File: src/rtl/tpsc_pkg.sv
// shared types, codes and sizes for the texture pixel swizzle converter
package tpsc_pkg;

  localparam int MAX_WIDTH   = 512;
  localparam int MAX_HEIGHT  = 512;
  localparam int TILE_BYTES  = 16;
  localparam int TILE_ROWS   = 8;
  localparam int STORE_WORDS = MAX_WIDTH * MAX_HEIGHT;
  localparam int WORD_AW     = $clog2(STORE_WORDS);
  localparam int ADDR_W      = 20;
  localparam int CFG_DW      = 10;

  typedef enum logic [1:0] {
    CFG_COLOR_FORMAT   = 2'd0,
    CFG_RASTER_WIDTH   = 2'd1,
    CFG_RASTER_HEIGHT  = 2'd2,
    CFG_TEXTURE_LAYOUT = 2'd3
  } tpsc_cfg_idx_t;

  localparam logic [2:0] FMT_565     = 3'd0;
  localparam logic [2:0] FMT_1555    = 3'd1;
  localparam logic [2:0] FMT_4444    = 3'd2;
  localparam logic [2:0] FMT_8888    = 3'd3;
  localparam logic [2:0] FMT_PALETTE = 3'd4;

  localparam logic [1:0] ST_OK        = 2'd0;
  localparam logic [1:0] ST_RANGE     = 2'd1;
  localparam logic [1:0] ST_NOSTORAGE = 2'd2;

  localparam logic OP_WRITE = 1'b0;
  localparam logic OP_READ  = 1'b1;

  typedef struct packed {
    logic       opcode;
    logic [8:0] column;
    logic [8:0] row;
    logic [7:0] red_in;
    logic [7:0] green_in;
    logic [7:0] blue_in;
    logic [7:0] alpha_in;
    logic [7:0] index_in;
  } tpsc_in_t;

  typedef struct packed {
    logic [1:0]        status;
    logic [ADDR_W-1:0] byte_address;
    logic [7:0]        red_out;
    logic [7:0]        green_out;
    logic [7:0]        blue_out;
    logic [7:0]        alpha_out;
    logic [7:0]        index_out;
  } tpsc_out_t;

  typedef struct packed {
    logic [2:0] color_format;
    logic [9:0] raster_width;
    logic [9:0] raster_height;
    logic       texture_layout;
  } tpsc_cfg_t;

  typedef struct packed {
    logic [1:0]        status;
    logic [ADDR_W-1:0] byte_address;
  } tpsc_loc_t;

  typedef struct packed {
    logic               re;
    logic               we;
    logic [3:0]         be;
    logic [WORD_AW-1:0] addr;
    logic [31:0]        wdata;
  } tpsc_mem_req_t;

endpackage

File: src/rtl/tpsc_addr.sv
// range check and linear or tiled byte address of one pixel
module tpsc_addr
  import tpsc_pkg::*;
(
  input  tpsc_cfg_t  cfg,
  input  logic [8:0] column,
  input  logic [8:0] row,
  output tpsc_loc_t  loc
);

  logic [1:0]  bpp_shift;
  logic        no_storage;
  logic        out_of_range;
  logic [11:0] stride;
  logic [10:0] xbyte;
  logic [20:0] lin_addr;
  logic [13:0] blk_row_off;
  logic [14:0] blk;
  logic [21:0] tile_addr;
  logic        tiled;

  always_comb begin
    bpp_shift  = 2'd1;
    no_storage = 1'b0;
    priority if (cfg.color_format == FMT_8888) begin
      bpp_shift = 2'd2;
    end else if (cfg.color_format == FMT_PALETTE) begin
      bpp_shift = 2'd0;
    end else if (cfg.color_format == FMT_565 || cfg.color_format == FMT_1555 ||
                 cfg.color_format == FMT_4444) begin
      bpp_shift = 2'd1;
    end else begin
      no_storage = 1'b1;
    end
    if (cfg.raster_width == 10'd0 || cfg.raster_height == 10'd0 ||
        cfg.raster_width > 10'(MAX_WIDTH) || cfg.raster_height > 10'(MAX_HEIGHT)) begin
      no_storage = 1'b1;
    end
  end

  assign out_of_range = ({1'b0, column} >= cfg.raster_width) ||
                        ({1'b0, row} >= cfg.raster_height);

  assign stride = {2'b00, cfg.raster_width} << bpp_shift;
  assign xbyte  = {2'b00, column} << bpp_shift;

  assign lin_addr = 21'(row) * 21'(stride) + 21'(xbyte);

  // block layout: 16-byte by 8-row blocks, blocks ordered along the row first
  assign blk_row_off = row[8:3] * stride[11:4];
  assign blk         = 15'(xbyte[10:4]) + 15'(blk_row_off);
  assign tile_addr   = {blk, row[2:0], xbyte[3:0]};

  assign tiled = cfg.texture_layout && (stride[3:0] == 4'd0) &&
                 (cfg.raster_height[2:0] == 3'd0);

  always_comb begin
    loc.status       = ST_OK;
    loc.byte_address = '0;
    priority if (no_storage) begin
      loc.status = ST_NOSTORAGE;
    end else if (out_of_range) begin
      loc.status = ST_RANGE;
    end else if (tiled) begin
      loc.byte_address = tile_addr[ADDR_W-1:0];
    end else begin
      loc.byte_address = lin_addr[ADDR_W-1:0];
    end
  end

endmodule

File: config.mk
export PLATFORM = sky130hd
export DESIGN_NAME = tpsc_addr
export DESIGN_NICKNAME = d
export VERILOG_FILES = /design/src/rtl/tpsc_pkg.sv /design/src/rtl/tpsc_addr.sv
export SDC_FILE = /design/constraint.sdc
export NUM_CORES = 1
export LEC_CHECK = 0
export BUFFER_PORTS_ARGS = -buffer_cell sky130_fd_sc_hd__buf_2
export CORE_MARGIN = 4
export CORE_UTILIZATION = 40
export DETAILED_ROUTE_END_ITERATION = 10
export GPL_TIMING_DRIVEN = 0
export PLACE_DENSITY_LB_ADDON = 0.2
export SYNTH_ARGS = -nofsm -noshare
export SYNTH_HDL_FRONTEND = slang
export SYNTH_SLANG_ARGS = --single-unit
export TNS_END_PERCENT = 1
File: constraint.sdc
create_clock -name vclk -period 31.6
set_clock_uncertainty 0.15 [all_clocks]
set_input_delay 7.9 -clock vclk [all_inputs]
set_output_delay 7.9 -clock vclk [all_outputs]
set_load 0.01 [all_outputs]
==> impl_metrics.env, run 1 <==
export IMPL_setup_viol=0
export IMPL_stdcell_area_um2=6480
export IMPL_diodes=0
export IMPL_irDropWorstVdd_v=0.0000531
export IMPL_drv_slew=0
export IMPL_die_y_um=130
export IMPL_cp_required_ns=23.55
export IMPL_start_util_pct=40.8
export IMPL_synth_area_per_cell_um2=7.91
export IMPL_synthToLayoutAreaGrowth_pct=9.28
export IMPL_worst_path_max_fanout=10
export IMPL_layout_drive_gt1_share_pct=11.2
export IMPL_dieArea_um2=16800
export IMPL_critical_path_arrival_ns=14.54
export IMPL_multi_input_area_um2=5240
export IMPL_dr_pass1_iters=5
export IMPL_clock_buffers=0
export IMPL_whs_ns=16.03
export IMPL_wirelength_mm=16.1
export IMPL_grt_met1_usage_pct=29.4
export IMPL_top_usage_layer="met2"
export IMPL_grt_pass1_wl_mm=26.6
export IMPL_p_leak_nw=3.51
export IMPL_grt_max_degree=11
export IMPL_core_um2=14500
export IMPL_p_per_area_nw_per_um2=84.6
export IMPL_critPathSlowestCell="a21oi_1"
export IMPL_synth_cells=750
export IMPL_critical_path_startpoint="cfg[22]"
export IMPL_rsz0062_at_grt="no"
export IMPL_status="complete, no violations"
export IMPL_syn_area_um2=5930
export IMPL_dp_hpwl_mm=14.0
export IMPL_finalCriticalPeriod_ns=22.59
export IMPL_post_cts_buffers=0
export IMPL_met2_usage_pct=33.5
export IMPL_synthDistinctLibCells=63
export IMPL_grt_overflow_total=0
export IMPL_startpoint_type="input pin"
export IMPL_post_drt_wl_per_cell_um=16.1
export IMPL_hold_viol=0
export IMPL_cpMostUsedCell="fa_1"
export IMPL_detail_route_antenna_nets=0
export IMPL_nFillCells=1541
export IMPL_tns_ns=0
export IMPL_grt_pass1_vias=5106
export IMPL_ctsResizeCount=0
export IMPL_synth_seq_area_share_pct=0
export IMPL_critPathCaptureType="primary output"
export IMPL_syn_nets=970
export IMPL_hold_buffers=0
export IMPL_io_buffers=64
export IMPL_critPathKind="in2out"
export IMPL_seq_area_um2=0
export IMPL_gp_congestion=0.879
export IMPL_hp_start="row[0]"
export IMPL_grtUsageTotal_pct=19.7
export IMPL_max_freq_ghz=0.0443
export IMPL_avgViaCountPerCell=5.22
export IMPL_layout_common_cells="inv_1 (151), ha_1 (90), fa_1 (88)"
export IMPL_die_w_um=130
export IMPL_via_count=5207
export IMPL_use_met3_pct=0.287
export IMPL_whs_path_depth=4
export IMPL_nets=1036
export IMPL_place_area_um2=6480
export IMPL_final_common_cell="inv_1"
export IMPL_std_cell_rows=44
export IMPL_crit_chain="buf_2 -> nor3b_2 -> buf_2 -> mux2i_1 -> a21oi_1 -> and2_1 -> fa_1 -> inv_1 -> fa_1 -> inv_1 -> fa_1 -> fa_1 -> inv_1 -> fa_1 -> inv_1 -> ha_1 -> a21oi_1 -> o21ai_1 -> a221oi_1 -> a31oi_1 -> mux2i_1 -> nor3_1 -> nor3b_1 -> buf_2"
export IMPL_slew_headroom_pct=37.2
export IMPL_worst_pin_slew_ns=0.942
export IMPL_seq_cells=0
export IMPL_drcViolationCount=0
export IMPL_period_share_pct=71.5
export IMPL_antenna_found_initial=0
export IMPL_drt_iter0_markers=311
export IMPL_synth_yosys_warnings=0
export IMPL_slowest_delay_ns=0.76
export IMPL_cap_violations=0
export IMPL_ios=64
export IMPL_hold_path_class="in2out"
-- critical path: cells and delay by family --
kind                       cells  cell delay [ns]
buffers and inverters          7             0.90
adders and majority gates      6             2.76
muxes                          2             0.37
and+or+nand+nor                4             0.84
AOI/OAI and AO/OA              5             1.75
-- kinds of logic (layout without fill, tap and decap cells) --
logic type / after synthesis / after routing / synth area share (%)
simple gates: 236 / 236 / 20.0
xor+xnor: 21 / 21 / 3.10
fa+ha+maj: 178 / 178 / 48.7
buf+inv: 180 / 244 / 11.6
mux: 16 / 16 / 2.70
compound gates: 119 / 119 / 13.9
-- stage by stage --
stage / setup slack [ns] / std cells / utilization [%] / power [W]
final: 9.01 / 998 / 44.6 / 0.000548
after global routing: 8.56 / 998 / 44.6 / 0.000636
after CTS: 9.01 / 998 / 44.6 / 0.000555
after floorplan: 10.07 / 750 / - / 0.000433
after detailed placement: 9.02 / 998 / 44.6 / 0.000552
after global placement: 9.04 / 998 / 44.6 / 0.000550
-- routing by layer --
metal	vias to the layer above	wire, um
met5	-	0
met4	0	220
met3	12	672
met2	115	7610
met1	2516	7560
li1	2564	-
-- area by class of cell --
| class | count | area share [%] |
|---|---|---|
| multi-input combinational | 570 | 80.9 |
| tap | 184 | 3.55 |
| timing repair buffer | 64 | 4.94 |
| buffer | 26 | 1.68 |
| inverter | 154 | 8.92 |
-- Yosys cell counts, drive strengths merged (2+ instances only) --
cell type,instances,area (um2)
and3,13,81.3
buf,9,45.1
nor4,3,18.8
mux2i,16,160
fa,88,1760
clkbuf,17,63.8
a21oi,42,225
nand3b,2,15.0
o21a,3,30.0
nor2,38,143
o31a,2,18.8
o2111a,2,23.8
nor3b,4,35.0
o21ai,21,105
a211oi,6,50.1
a22oi,2,15.0
a2111oi,4,66.3
and2,39,244
nand3,14,70.1
nand2b,6,37.5
o31ai,2,15.0
or3,4,25.0
o2111ai,2,17.5
a21o,13,97.6
xor2,5,43.8
and4,2,17.5
o41ai,2,17.5
nor2b,7,51.3
nand2,84,323
inv,154,578
nor3,12,60.1
a31oi,7,43.8
xnor2,16,140
nand4,5,37.5
ha,90,1130
o21bai,2,15.0
-- power breakdown --
part,switching (W),internal (W)
clock network,0,0
logic,0.000310,0.000239
registers,0,0
-- final timing paths --
| path | endpoint | slack, ns |
|---|---|---|
| max | loc[19] | 9.01 |
| min | loc[4] | 16.03 |
Note: power is estimated with default switching activity, not from simulation.
==> run 2, diff against run 1 <==
Settings changed: ABC_AREA set to 1.
Clock period 31.6 ns to 21.3 ns, I/O delays scaled along.
==> run 2 against run 1 <==
Against the previous run:
- global-route usage is 1.1 points higher
- cell area is 9.7% higher
- via count is 24% higher
- area after synthesis is 9.9% higher
- count of clock-buffer cells in the layout stayed put
- hold slack worse by 5.1 ns
- non-clock buffer count is 13 lower
- combinational power is 82% higher
- critical path depth is 4 higher
- critical endpoint unchanged
- highest routed layer unchanged
==> impl_metrics.env, run 2 <==
export IMPL_max_freq_ghz=0.0594
export IMPL_synth_common_cells="nand2_1 (260), inv_1 (240), nor2_1 (141)"
export IMPL_worst_pin_slew_ns=0.765
export IMPL_syn_area_um2=6520
export IMPL_pwr_share_seq_pct=0
export IMPL_period_share_pct=79.1
export IMPL_synth_xor_area_share_pct=1.48
export IMPL_cpMostUsedCell="nand2_1"
export IMPL_drv_slew=0
export IMPL_synthDistinctLibCells=36
export IMPL_whs_ns=10.91
export IMPL_seq_cells=0
export IMPL_finalCriticalPeriod_ns=16.84
export IMPL_rsz0062_at_grt="no"
export IMPL_start_util_pct=40.9
export IMPL_synthToLayoutAreaGrowth_pct=9.06
export IMPL_post_drt_wl_per_cell_um=14.5
export IMPL_die_w_um=136
export IMPL_switchingPower_w=0.000635
export IMPL_dr_pass1_iters=5
export IMPL_grtUsageTotal_pct=20.8
export IMPL_dp_cells=1305
export IMPL_p_per_area_nw_per_um2=141
export IMPL_critPathSlowestCell="fa_1"
export IMPL_tns_ns=0
export IMPL_worst_path_max_fanout=10
export IMPL_place_area_um2=7110
export IMPL_pwr_share_clk_pct=0
export IMPL_swShare_pct=63.3
export IMPL_io_buffers=64
export IMPL_std_cell_rows=46
export IMPL_yosys_area_share_simple_pct=30.5
export IMPL_setup_viol=0
export IMPL_synth_area_per_cell_um2=6.36
export IMPL_slew_headroom_pct=48.8
export IMPL_layout_common_cells="nand2_1 (260), inv_1 (240), nor2_1 (141)"
export IMPL_synth_top_family_by_area="adder cells"
export IMPL_ios=64
export IMPL_core_um2=15900
export IMPL_fin_cells=1305
export IMPL_antenna_found_initial=0
export IMPL_dieArea_um2=18400
export IMPL_grt_pass1_wl_mm=31.0
export IMPL_drcViolationCount=0
export IMPL_slowest_delay_ns=0.58
export IMPL_hold_path_class="in2out"
export IMPL_final_common_cell="nand2_1"
export IMPL_startpoint_type="input pin"
export IMPL_cap_violations=0
export IMPL_yosys_top_cells_area="fa_1 (27%), ha_1 (17%), nand2_1 (15%)"
export IMPL_syn_nets=1245
export IMPL_intPower_w=0.000369
export IMPL_muxShareOfSynthArea_pct=0.154
export IMPL_synth_top_area_share_pct=27.0
export IMPL_detail_route_antenna_nets=0
export IMPL_yosysMostFrequentCell="nand2_1"
export IMPL_p_leak_nw=4.29
export IMPL_synth_compound_area_share_pct=8.08
export IMPL_combPwrFrac_pct=100.0
export IMPL_netlist_top_cell_by_area="fa_1"
export IMPL_avgViaCountPerCell=4.96
export IMPL_via_count=6467
export IMPL_ctsResizeCount=0
export IMPL_diodes=0
export IMPL_dp_hpwl_mm=17.0
export IMPL_stdcell_area_um2=7110
export IMPL_wirelength_mm=18.9
export IMPL_status="complete, no violations"
export IMPL_synthAdderAreaFrac_pct=44.3
export IMPL_clock_buffers=0
export IMPL_critical_path_arrival_ns=11.36
export IMPL_drt_iter0_markers=335
export IMPL_synth_seq_area_share_pct=0
export IMPL_layout_drive_gt1_share_pct=9.18
export IMPL_hold_buffers=0
export IMPL_hold_viol=0
export IMPL_grt_pass1_vias=6217
export IMPL_synth_cells=1025
export IMPL_nets=1311
export IMPL_die_y_um=136
export IMPL_critPathCaptureType="primary output"
export IMPL_seq_area_um2=0
export IMPL_gp_congestion=0.953
export IMPL_cp_required_ns=15.83
export IMPL_critPathKind="in2out"
export IMPL_post_cts_buffers=0
export IMPL_synth_yosys_warnings=0
export IMPL_grt_max_degree=11
export IMPL_grt_overflow_total=0
export IMPL_irDropWorstVdd_v=0.000163
## run 2: cell types whose count changed in the layout (fill, tap and decap cells not counted), sizes merged, moves of 11 or more
cell / change
a21o: -12
and2: -39
and3: -13
clkbuf: -14
inv: +92
mux2i: -15
nand2: +185
nand3: +40
nor2: +105
o21ai: +21
xnor2: -11
## run 2: power groups by stage
| stage | Combinational [W] | Clock, W | Sequential [W] |
|---|---|---|---|
| finish | 0.00100 | 0 | 0 |
| global route | 0.00117 | 0 | 0 |
| CTS | 0.00101 | 0 | 0 |
| detailed placement | 0.000999 | 0 | 0 |
| global placement | 0.000998 | 0 | 0 |
| floorplan | 0.000749 | 0 | 0 |
## run 2: area by class of cell
class | instances | area (um2)
Timing Repair Buffer | 64 | 320
Buffer | 13 | 85.1
Inverter | 246 | 923
Multi-Input combinational cell | 766 | 5510
Fill cell | 1780 | 8830
Tap cell | 216 | 270
## run 2: per-layer routing
metal	part of all wire [%]	vias up	GRT usage (%)	wire, um
met5	0	-	0	0
met4	2.0	0	3.70	385
met3	5.8	27	1.52	1090
met2	44	176	33.7	8380
met1	48	3025	31.0	9060
li1	-	3239	-	-
## run 2: final timing paths
kind / from / to / slack, ns / cells after the start
worst min-delay path: row[1] / loc[5] / 10.91 / 4
worst max-delay path: cfg[22] / loc[19] / 4.46 / 28
## run 2: worst max-delay path: cells and delay by family
kind	cells	cell delay, ns
adders and majority gates	6	2.99
AOI/OAI and AO/OA	4	1.11
and+or+nand+nor	10	1.08
buffers and inverters	8	0.86
## run 2: kinds of logic (layout without fill, tap and decap cells)
kind of cell,count (synthesis),count (layout)
xor+xnor,11,11
mux,1,1
fa+ha+maj,178,178
compound gates,93,93
buf+inv,259,323
simple gates,483,483
## run 2: stage by stage
step | setup slack [ns] | util, % | power (W)
finish | 4.46 | 44.6 | 0.00100
global route | 3.98 | 44.6 | 0.00117
CTS | 4.45 | 44.6 | 0.00101
global placement | 4.44 | 44.6 | 0.000998
detailed placement | 4.46 | 44.6 | 0.000999
floorplan | 5.48 | - | 0.000749
